===== src/design/i2cms_pkg.sv =====
// Shared types and constants of the I2C master bit sequencer.
// Holds the command and phase transfer structs and the opcode codes.
// No dependencies.
package i2cms_pkg;

    localparam int BITS_PER_BYTE = 8;
    localparam logic [15:0] HOLD_RESET = 16'd500;

    localparam logic [2:0] OP_START = 3'd0;
    localparam logic [2:0] OP_SEND  = 3'd1;
    localparam logic [2:0] OP_WACK  = 3'd2;
    localparam logic [2:0] OP_READ  = 3'd3;
    localparam logic [2:0] OP_SACK  = 3'd4;
    localparam logic [2:0] OP_STOP  = 3'd5;

    typedef struct packed {
        logic [2:0] opcode;
        logic [7:0] tx_byte;
        logic       ack_level;
        logic [7:0] slave_levels;
    } cmd_t;

    typedef struct packed {
        logic       scl_level;
        logic       sda_level;
        logic       sda_drive;
        logic       hold_follows;
        logic       sample_point;
        logic [7:0] read_byte;
        logic       ack_seen;
        logic       last;
    } phase_t;

    typedef enum logic [2:0] {
        ST_IDLE = 3'b001,
        ST_RUN  = 3'b010,
        ST_HOLD = 3'b100
    } seq_state_t;

endpackage


===== src/design/i2cms_cmd_front.sv =====
// Command front end: accepts commands, drops unknown opcodes and queues the rest.
// Depends on i2cms_pkg.
module i2cms_cmd_front
    import i2cms_pkg::*;
#(
    parameter int DEPTH = 2
) (
    input  logic clk,
    input  logic rst_n,
    input  logic push,
    output logic full,
    input  cmd_t cmd,
    output logic q_valid,
    input  logic q_pop,
    output cmd_t q_cmd
);

    localparam int PW = (DEPTH > 1) ? $clog2(DEPTH) : 1;
    localparam int CW = $clog2(DEPTH + 1);

    cmd_t            mem [DEPTH];
    logic [PW-1:0]   wr_ptr_reg, wr_ptr_next;
    logic [PW-1:0]   rd_ptr_reg, rd_ptr_next;
    logic [CW-1:0]   count_reg, count_next;
    logic            wr_en;
    logic            rd_en;

    assign full    = (count_reg == CW'(DEPTH));
    assign q_valid = (count_reg != '0);
    assign q_cmd   = mem[rd_ptr_reg];
    assign wr_en   = push && !full && (cmd.opcode <= OP_STOP);
    assign rd_en   = q_pop && q_valid;

    always_comb
    begin
        wr_ptr_next = wr_ptr_reg;
        rd_ptr_next = rd_ptr_reg;
        count_next  = count_reg;
        if (wr_en)
        begin
            wr_ptr_next = (wr_ptr_reg == PW'(DEPTH - 1)) ? '0 : wr_ptr_reg + 1'b1;
        end
        if (rd_en)
        begin
            rd_ptr_next = (rd_ptr_reg == PW'(DEPTH - 1)) ? '0 : rd_ptr_reg + 1'b1;
        end
        if (wr_en && !rd_en)
        begin
            count_next = count_reg + 1'b1;
        end
        else if (rd_en && !wr_en)
        begin
            count_next = count_reg - 1'b1;
        end
    end

    always_ff @(posedge clk or negedge rst_n)
    begin
        if (!rst_n)
        begin
            wr_ptr_reg <= '0;
            rd_ptr_reg <= '0;
            count_reg  <= '0;
        end
        else
        begin
            wr_ptr_reg <= wr_ptr_next;
            rd_ptr_reg <= rd_ptr_next;
            count_reg  <= count_next;
        end
    end

    always_ff @(posedge clk)
    begin
        if (wr_en)
        begin
            mem[wr_ptr_reg] <= cmd;
        end
    end

endmodule


===== src/design/i2cms_phase_gen.sv =====
// Phase generator: runs one queued command as a series of bus phases with hold timing.
// Keeps the bus line state and the result output register. Depends on i2cms_pkg.
module i2cms_phase_gen
    import i2cms_pkg::*;
(
    input  logic        clk,
    input  logic        rst_n,
    input  logic [15:0] hold_cycles,
    input  logic        q_valid,
    output logic        q_pop,
    input  cmd_t        q_cmd,
    output logic        empty,
    input  logic        pop,
    output phase_t      phase
);

    seq_state_t  state_reg, state_next;
    logic [2:0]  op_reg;
    logic [7:0]  tx_reg, tx_next;
    logic [7:0]  slv_reg, slv_next;
    logic [7:0]  rx_reg, rx_next;
    logic        ackl_reg;
    logic [1:0]  step_reg, step_next;
    logic [2:0]  bit_reg, bit_next;
    logic        scl_reg, scl_next;
    logic        sda_reg, sda_next;
    logic        dir_reg, dir_next;
    logic [15:0] cnt_reg, cnt_next;
    logic        done_reg, done_next;
    logic        out_valid_reg, out_valid_next;
    phase_t      phase_reg, phase_next;
    phase_t      ph;
    logic        emit;
    logic        bit_last;

    assign empty    = !out_valid_reg;
    assign phase    = phase_reg;
    assign emit     = (state_reg == ST_RUN) && (!out_valid_reg || pop);
    assign q_pop    = (state_reg == ST_IDLE) && q_valid;
    assign bit_last = (bit_reg == 3'(BITS_PER_BYTE - 1));

    // phase contents and line update for the current step
    always_comb
    begin
        scl_next  = scl_reg;
        sda_next  = sda_reg;
        dir_next  = dir_reg;
        tx_next   = tx_reg;
        slv_next  = slv_reg;
        rx_next   = rx_reg;
        step_next = step_reg + 2'd1;
        bit_next  = bit_reg;
        ph        = '0;
        ph.hold_follows = 1'b1;
        case (op_reg)
            OP_START:
            begin
                case (step_reg)
                    2'd0:
                    begin
                        dir_next = 1'b1;
                        sda_next = 1'b1;
                        ph.hold_follows = 1'b0;
                    end
                    2'd1: scl_next = 1'b1;
                    2'd2: sda_next = 1'b0;
                    default:
                    begin
                        scl_next = 1'b0;
                        ph.hold_follows = 1'b0;
                        ph.last = 1'b1;
                    end
                endcase
            end
            OP_SEND:
            begin
                case (step_reg)
                    2'd0:
                    begin
                        dir_next = 1'b1;
                        scl_next = 1'b0;
                    end
                    2'd1:
                    begin
                        sda_next = tx_reg[7];
                        tx_next  = {tx_reg[6:0], 1'b0};
                    end
                    2'd2: scl_next = 1'b1;
                    default:
                    begin
                        scl_next = 1'b0;
                        if (bit_last)
                        begin
                            ph.last = 1'b1;
                        end
                        else
                        begin
                            step_next = 2'd1;
                            bit_next  = bit_reg + 3'd1;
                        end
                    end
                endcase
            end
            OP_WACK:
            begin
                if (step_reg == 2'd0)
                begin
                    dir_next = 1'b0;
                    scl_next = 1'b0;
                end
                else
                begin
                    scl_next = 1'b1;
                    ph.sample_point = 1'b1;
                    ph.ack_seen = !slv_reg[7];
                    ph.last = 1'b1;
                end
            end
            OP_READ:
            begin
                case (step_reg)
                    2'd0:
                    begin
                        dir_next = 1'b0;
                        scl_next = 1'b0;
                    end
                    2'd1:
                    begin
                        scl_next = 1'b1;
                        ph.sample_point = 1'b1;
                        rx_next  = {rx_reg[6:0], slv_reg[7]};
                        slv_next = {slv_reg[6:0], 1'b0};
                    end
                    default:
                    begin
                        scl_next = 1'b0;
                        if (bit_last)
                        begin
                            ph.last = 1'b1;
                            ph.read_byte = rx_reg;
                        end
                        else
                        begin
                            step_next = 2'd1;
                            bit_next  = bit_reg + 3'd1;
                        end
                    end
                endcase
            end
            OP_SACK:
            begin
                case (step_reg)
                    2'd0:
                    begin
                        dir_next = 1'b1;
                        scl_next = 1'b0;
                    end
                    2'd1: sda_next = ackl_reg;
                    default:
                    begin
                        scl_next = 1'b1;
                        ph.last = 1'b1;
                    end
                endcase
            end
            default:
            begin
                case (step_reg)
                    2'd0:
                    begin
                        dir_next = 1'b1;
                        scl_next = 1'b0;
                        ph.hold_follows = 1'b0;
                    end
                    2'd1: sda_next = 1'b0;
                    2'd2: scl_next = 1'b1;
                    default:
                    begin
                        sda_next = 1'b1;
                        ph.last = 1'b1;
                    end
                endcase
            end
        endcase
        ph.scl_level = scl_next;
        ph.sda_drive = dir_next;
        ph.sda_level = dir_next & sda_next;
    end

    always_comb
    begin
        state_next     = state_reg;
        cnt_next       = cnt_reg;
        done_next      = done_reg;
        out_valid_next = out_valid_reg;
        phase_next     = phase_reg;
        if (pop && out_valid_reg)
        begin
            out_valid_next = 1'b0;
        end
        case (state_reg)
            ST_IDLE:
            begin
                if (q_valid)
                begin
                    state_next = ST_RUN;
                end
            end
            ST_RUN:
            begin
                if (emit)
                begin
                    out_valid_next = 1'b1;
                    phase_next     = ph;
                    done_next      = ph.last;
                    cnt_next       = hold_cycles;
                    if (ph.hold_follows)
                    begin
                        state_next = ST_HOLD;
                    end
                    else if (ph.last)
                    begin
                        state_next = ST_IDLE;
                    end
                end
            end
            ST_HOLD:
            begin
                cnt_next = cnt_reg - 16'd1;
                if (cnt_reg <= 16'd1)
                begin
                    state_next = done_reg ? ST_IDLE : ST_RUN;
                end
            end
            default: state_next = ST_IDLE;
        endcase
    end

    always_ff @(posedge clk or negedge rst_n)
    begin
        if (!rst_n)
        begin
            state_reg     <= ST_IDLE;
            out_valid_reg <= 1'b0;
            scl_reg       <= 1'b1;
            sda_reg       <= 1'b1;
            dir_reg       <= 1'b1;
            cnt_reg       <= '0;
            done_reg      <= 1'b0;
            op_reg        <= OP_START;
            step_reg      <= '0;
            bit_reg       <= '0;
        end
        else
        begin
            state_reg     <= state_next;
            out_valid_reg <= out_valid_next;
            cnt_reg       <= cnt_next;
            done_reg      <= done_next;
            if (q_pop)
            begin
                op_reg   <= q_cmd.opcode;
                step_reg <= '0;
                bit_reg  <= '0;
            end
            else if (emit)
            begin
                scl_reg  <= scl_next;
                sda_reg  <= sda_next;
                dir_reg  <= dir_next;
                step_reg <= step_next;
                bit_reg  <= bit_next;
            end
        end
    end

    always_ff @(posedge clk)
    begin
        phase_reg <= phase_next;
        if (q_pop)
        begin
            tx_reg   <= q_cmd.tx_byte;
            slv_reg  <= q_cmd.slave_levels;
            ackl_reg <= q_cmd.ack_level;
            rx_reg   <= '0;
        end
        else if (emit)
        begin
            tx_reg  <= tx_next;
            slv_reg <= slv_next;
            rx_reg  <= rx_next;
        end
    end

endmodule


===== src/design/i2c_master_bit_sequencer.sv =====
// The first phase of a command reaches the result port through the idle-state load from
// the queue and the phase output register. Throughput: one phase per cycle while the
// result port is popped; a phase with hold_follows set is followed by a hold state timed
// by the hold register, and each command is loaded from the queue in the idle state.
// Reset: queue and result port empty, bus lines idle high, SDA driven, hold register at HOLD_RESET.
module i2c_master_bit_sequencer
    import i2cms_pkg::*;
#(
    parameter int QUEUE_DEPTH = 2
) (
    input  logic        clk,
    input  logic        rst_n,
    input  logic        push,
    output logic        full,
    input  cmd_t        cmd,
    output logic        empty,
    input  logic        pop,
    output phase_t      phase,
    input  logic        cfg_wr_en,
    input  logic [15:0] cfg_wr_data
);

    logic [15:0] hold_reg;
    logic        q_valid;
    logic        q_pop;
    cmd_t        q_cmd;

    always_ff @(posedge clk or negedge rst_n)
    begin
        if (!rst_n)
        begin
            hold_reg <= HOLD_RESET;
        end
        else if (cfg_wr_en)
        begin
            hold_reg <= cfg_wr_data;
        end
    end

    i2cms_cmd_front #(
        .DEPTH (QUEUE_DEPTH)
    ) u_front (
        .clk     (clk),
        .rst_n   (rst_n),
        .push    (push),
        .full    (full),
        .cmd     (cmd),
        .q_valid (q_valid),
        .q_pop   (q_pop),
        .q_cmd   (q_cmd)
    );

    i2cms_phase_gen u_gen (
        .clk         (clk),
        .rst_n       (rst_n),
        .hold_cycles (hold_reg),
        .q_valid     (q_valid),
        .q_pop       (q_pop),
        .q_cmd       (q_cmd),
        .empty       (empty),
        .pop         (pop),
        .phase       (phase)
    );

endmodule


===== config.mk =====
export PLATFORM = sky130hd
export DESIGN_NAME = i2c_master_bit_sequencer
export DESIGN_NICKNAME = d
export VERILOG_FILES = /design/src/design/i2cms_pkg.sv /design/src/design/i2cms_cmd_front.sv /design/src/design/i2cms_phase_gen.sv /design/src/design/i2c_master_bit_sequencer.sv
export SDC_FILE = /design/constraint.sdc
export NUM_CORES = 1
export LEC_CHECK = 0
export BUFFER_PORTS_ARGS = -buffer_cell sky130_fd_sc_hd__buf_4
export CAP_MARGIN = 20
export CORE_MARGIN = 2
export CORE_UTILIZATION = 38
export CTS_CLUSTER_DIAMETER = 80
export DETAILED_ROUTE_END_ITERATION = 10
export MAX_ROUTING_LAYER = met4
export PLACE_DENSITY = 0.54
export SYNTH_ARGS = -nofsm -noshare
export SYNTH_HDL_FRONTEND = slang
export SYNTH_SLANG_ARGS = --single-unit

===== constraint.sdc =====
create_clock -name clk -period 3 [get_ports clk]
set_clock_uncertainty 0.1 [all_clocks]
set_input_delay 0.15 -clock clk [delete_from_list [all_inputs] [get_ports clk]]
set_output_delay 0.15 -clock clk [all_outputs]
set_load 0.01 [all_outputs]

### Yosys cells after proc, flatten, opt, wreduce, memory -nomap -nowiden

Memory sizes are Yosys's and may differ from the RTL's.
Cells that the tools add are included.

| storage, ports and cells | value |
|---|---|
| memories kept | 1 |
| output and inout bits | 17 |
| register bits | 92 |
| memory bits (writable) | 40 |

| cells by class | value |
|---|---|
| $lt $le $gt $ge | 2 |
| bitwise logic cells | 5 |
| equal/unequal tests | 17 |
| $add $sub $neg | 7 |
| reduce and logical (&&, ||, !) cells | 40 |
| mux-type cells | 63 |

Memory list:

| name | words | width | read ports | clocked after memory_dff | wr ports | RTL line | RTL |
|---|---|---|---|---|---|---|---|
| u_front.mem | 2 | 20 | 1 | 0 | 1 | i2cms_cmd_front.sv:21 | `cmd_t mem [DEPTH];` |

Operators by type and width:

| cell | number |
|---|---|
| $mux W8 | 8 |
| $pmux W16 S2 | 1 |
| $mux W3 | 10 |
| $mux W1 | 21 |
| $le A16 B1 Y1 const B | 1 |
| $mux W16 | 1 |
| $mux W2 | 8 |
| $pmux W1 S2 | 8 |
| $sub A16 B1 Y16 const B | 1 |
| $reduce_bool A2 Y1 | 7 |
| $reduce_or A2 Y1 | 5 |
| $eq A3 B2 Y1 const B | 3 |
| $eq A3 B3 Y1 const B | 3 |
| $pmux W3 S3 | 1 |
| $reduce_and A3 Y1 | 3 |
| $logic_and A1 B1 Y1 | 8 |
| $pmux W1 S4 | 2 |
| $reduce_and A4 Y1 | 2 |
| $reduce_or A4 Y1 | 2 |
| $eq A3 B1 Y1 const B | 2 |
| $ne A3 B3 Y1 const B | 2 |
| $pmux W3 S2 | 1 |
| $reduce_and A2 Y1 | 3 |
| $logic_not A1 Y1 | 5 |
| 19 further kinds | 26 |

### Longest topological paths before layout

| logic depth | value |
|---|---|
| word-level depth | 8 |
| gate-level depth with buffers | 8 |
| mapped depth without buffers | 7 |

### Modules after synthesis

A second synthesis with hierarchy kept.

| second synthesis, totals | value |
|---|---|
| cells, all modules | 489 |
| area, all modules | 5,889.4 µm² |

Modules (own cells, without submodules):

| module | area each (µm²) | cells an instance | instances |
|---|---|---|---|
| i2cms_phase_gen | 3,563.4 | 373 | 1 |
| i2cms_cmd_front | 1,669.1 | 82 | 1 |
| i2c_master_bit_sequencer | 656.9 | 34 | 1 |

### Worst setup path after synthesis

OpenSTA, ideal clock, no wires.

| timing path | value |
|---|---|
| path kind | register -> register |
| from | reg u_gen.state_reg[0] |
| to | reg u_front.count_reg[1] |
| buffers on the path | 2 |
| period minus slack after synthesis | 2,297 ps |
| setup slack | 703 ps |
| arrival | 2,117 ps |
| required time | 2,821 ps |
| cell stages (with the launch flop) | 9 |
| cell sequence | dfstp_2 -> or3b_1 -> or2_1 -> clkdlybuf4s15_2 -> clkbuf_1 -> ha_1 -> xor2_1 -> nor2_1 -> xor2_1 |

| between the ends | value |
|---|---|
| word-level cells in the longest chain between the ends | 6 |
| elaborated cells between the ends (all ways) | 8 |

RTL lines:

| item | RTL line | RTL |
|---|---|---|
| from (decl) | i2cms_phase_gen.sv:17 | `seq_state_t state_reg, state_next;` |
| from (signal assigned) | i2cms_phase_gen.sv:256 | `state_reg <= state_next;` |
| $eq A3 B1 Y1 (*) | i2cms_phase_gen.sv:39 | `assign q_pop = (state_reg == ST_IDLE) && q_valid;` |
| $logic_and A1 B1 Y1 (*) | i2cms_phase_gen.sv:39 |  |
| $logic_and A1 B1 Y1 (*) | i2cms_cmd_front.sv:32 | `assign rd_en = q_pop && q_valid;` |
| $logic_not A1 Y1 | i2cms_cmd_front.sv:47 | `if (wr_en && !rd_en)` |
| $logic_and A1 B1 Y1 | i2cms_cmd_front.sv:47 |  |
| $mux W2 or $reduce_bool A2 Y1 (tied branches) | - |  |
| to (signal assigned) | i2cms_cmd_front.sv:69 | `count_reg <= count_next;` |
| to (decl) | i2cms_cmd_front.sv:24 | `logic [CW-1:0] count_reg, count_next;` |

Every way passes the cells marked *; elsewhere a longest branch is shown, timed or not.
A chain may end at the register's enable or synchronous reset.

### Final worst setup path

| timing path | value |
|---|---|
| from | reg u_gen.step_reg[1] |
| to | reg u_gen.slv_reg[3] (enable) |

| between the ends | value |
|---|---|
| word-level cells in the longest chain between the ends | 3 |

RTL lines:

| item | RTL line | RTL |
|---|---|---|
| from (decl) | i2cms_phase_gen.sv:23 | `logic [1:0] step_reg, step_next;` |
| from (signal assigned) | i2cms_phase_gen.sv:271 | `step_reg <= step_next;` |
| $eq A2 B1 Y1 | i2cms_phase_gen.sv:121 | `case (step_reg)` |
| $reduce_bool A2 Y1 (no line) | - |  |
| $reduce_and A3 Y1 (no line) | - |  |
| to (signal assigned) | i2cms_phase_gen.sv:283 | `slv_reg <= q_cmd.slave_levels;` |
| to (signal assigned) | i2cms_phase_gen.sv:290 | `slv_reg <= slv_next;` |
| to (decl) | i2cms_phase_gen.sv:20 | `logic [7:0] slv_reg, slv_next;` |

Every way passes these cells.

==> flow_summary.yaml <==
logic_synthesis:
  synth.area.mux_share: 0.0927
  synth_top_cell_by_area: "edfxtp_1"
  synth-warning-count: 0
  synth_top_family_by_area: "simple AND/OR/NAND/NOR gates"
  synth_edf_count: 72
  synth-seq-cells: 132
  synthArstFlopShare: 0.394
  ys_seq_area_frac: 0.622
  yosys.area_share.simple: 0.131
  synth_flop_cell: "edfxtp_1"
  synth-xor-area-share: 0.00900
  avgSynthCellArea_um2: 12.5
  synthAdderAreaFrac: 0.0193
  synth-compound-area-share: 0.0949
  synth_nets: 518
  mappedNetlistArea_um2: 5840
  syn-instance-count: 468
  ys_top_cells_by_area: "edfxtp_1 37%, dfrtp_1 18%, mux2i_1 6.0%, dfstp_2 4.5%, mux2_2 3.3%"
  synth_top_area_share: 0.370
  synth.distinct_cells: 59
finish:
  layout_commonest_cell: "edfxtp_1"
  largest_reg_flops: 40
  areaGrowthSynthToFinish_pct: 26.5
  num_antenna_cells: 0
  drive_above_1_share: 0.243
  final_cell_mix: "72 x edfxtp_1, 70 x buf_4, 42 x dfrtp_1, 38 x dlygate4sd3_1, 37 x nor2_1"
  final_util: 0.490
  fin_nets: 621
route:
  ant_nets: 0
  drt-initial-drc-count: 183
  vias_per_cell: 5.08
  vias: 3920
  drc: 0
  firstDrtPassIters: 5
  routed_wl_um: 11600
  detail_route.wl_per_cell_um: 15.0
grt:
  gr-total-overflow: 0
  antenna_found_initial: 0
  grt_pass1_wl_um: 19200
  gr-usage-all-layers: 0.157
  grt_pass1_vias: 3758
  grt_max_degree: 53
placed_design:
  port_buffers: 57
  hpwl_um: 7790
  pre_cts_slack_ns: 0.524
  gp_congestion: 0.898
die:
  core_area_um2: 15100
  die_y_um: 128
  initial_utilization: 0.387
  rows: 45
  fp.dieW_um: 128
  ios: 58
  dieArea_um2: 16400
clock_network:
  insertion_delay_ns: 0.42
  cts_tree: "built"
  clock_path_buffers: 2
  cts_made_buffers: 17
  root_buffer: "clkbuf_16"
  postCtsSetupRepairBufs: 0
  clkSinkCount: 132
  htreeDepth: 4
  clkTransAtPathRegs_ns: 0.06
power_and_ir_drop:
  p_leak_nw: 3.03
  power_density_nw_per_um2: 926
  p_total_mw: 6.84
  vdd_drop_max_mv: 0.452
worst_setup_path:
  arrival_ns: 2.44
  endpoint_kind: "flip-flop"
  crit_type: "reg2reg"
  start_kind: "flip-flop"
  cp_common_cell: "inv_1"
  cp_max_fo: 11
  path_cells: "inv_1 -> ha_1 -> inv_1 -> or4_4 -> nand2_1"
  slowest_stage: "or4_4"
  crit_path_max_incr_delay_ns: 0.65
  cp_data_required_time_ns: 2.98
sta:
  finalCritPeriodShare: 0.821
  rsz0062_at_grt: "no"
  setup-violations-final: 0
  setup_ws_ns: 0.537
  fmax_mhz: 406
  holdWs_ns: 0.0760
  final_max_slew_viol_count: 0
  min_period_ns: 2.46
  fin_setup_tns_ns: 0
  hold_viol_final: 0
  tightest_slew_ns: 0.699
  slew_headroom: 0.530
run_status:
  status: "complete, no violations"
worst_hold_path:
  hold_path.class: "in2reg"
job:
  cap_violations: 0
timing repair:
action                    CTS  global route
gates resized for setup     0             0
hold endpoints to repair   99             0
hold buffers               38             0
critical path: cells and delay by family (launching register included):
family | cells | cell delay, ns
flops | 1 | 0.47
buf+inv | 2 | 0.22
fa+ha+maj | 1 | 0.36
simple gates | 2 | 0.98
per-stage QoR:
stage          instances  area [µm²]
2_1_floorplan        468        5840
3_3_place_gp         702        6480
3_5_place_dp         702        6480
4_1_cts              772        7390
5_1_grt              772        7390
6_report             772        7390
report_power, final:
group	internal (mW)	leakage, nW	switching [mW]
clock network	1.06	0.254	0.784
logic	0.881	1.44	1.15
registers	2.58	1.34	0.388
synthesized netlist by cell type (all sizes together), types with 2 or more instances:
| cell | count |
|---|---|
| nor2 | 37 |
| a311oi | 4 |
| clkbuf | 16 |
| o21ai | 25 |
| ha | 9 |
| nor4 | 5 |
| or4 | 3 |
| nor3 | 11 |
| nand2 | 32 |
| o211ai | 3 |
| xor2 | 3 |
| a22oi | 2 |
| o41ai | 2 |
| dfrtp | 42 |
| a221oi | 2 |
| mux2i | 35 |
| o221a | 3 |
| dfstp | 10 |
| a211oi | 6 |
| o21bai | 3 |
| buf | 7 |
| nor2b | 2 |
| nand3 | 13 |
| or3b | 6 |
| or2 | 3 |
| a31o | 2 |
| dfxtp | 8 |
| nand4 | 4 |
| nand3b | 2 |
| inv | 15 |
| a21oi | 18 |
| xnor2 | 3 |
| nand2b | 9 |
| and2 | 9 |
| a32oi | 2 |
| edfxtp | 72 |
| mux2 | 17 |
| nor3b | 8 |
| a211o | 3 |
metal layers:
metal | routed length, µm | global-route usage | share of wire | up-vias
li1 | - | - | - | 1937
met1 | 5630 | 0.214 | 0.49 | 1876
met5 | 0 | - | 0 | -
met4 | 176 | 0.0640 | 0.015 | 0
met2 | 5290 | 0.228 | 0.46 | 95
met3 | 507 | 0.0371 | 0.044 | 12
kinds of logic after synthesis:
group                    after synthesis
XOR/XNOR                               6
flip-flops                           132
multiplexers                          52
AO/OA/AOI/OAI                         83
AND/OR/NAND/NOR                      147
buffers and inverters                 39
adder cells (fa/ha/maj)                9
path summary, 6_finish.rpt:
path | startpoint | to | slack [ns] | depth (start not counted)
setup / recovery | u_gen.step_reg[1] | u_gen.slv_reg[3] | 0.54 | 5
hold / removal | cfg_wr_en | hold_reg[9] | 0.08 | 2
setup reg to reg | u_gen.step_reg[1] | u_gen.slv_reg[3] | 0.54 | 5
hold reg to reg | u_gen.dir_reg | u_gen.dir_reg | 0.39 | 2
max in group asynchronous | rst_n | u_gen.cnt_reg[8] | 2.14 | 2
min in group asynchronous | rst_n | hold_reg[13] | 0.23 | 2
final cells by class:
class / count / area, µm²
Inverter: 15 / 56.3
Timing Repair Buffer: 108 / 906
Sequential cell: 132 / 3640
Clock inverter: 15 / 106
Clock buffer: 17 / 425
Tap cell: 188 / 235
Fill cell: 1363 / 7700
Multi-Input combinational cell: 297 / 2030
(Power assumes the default switching activity.)
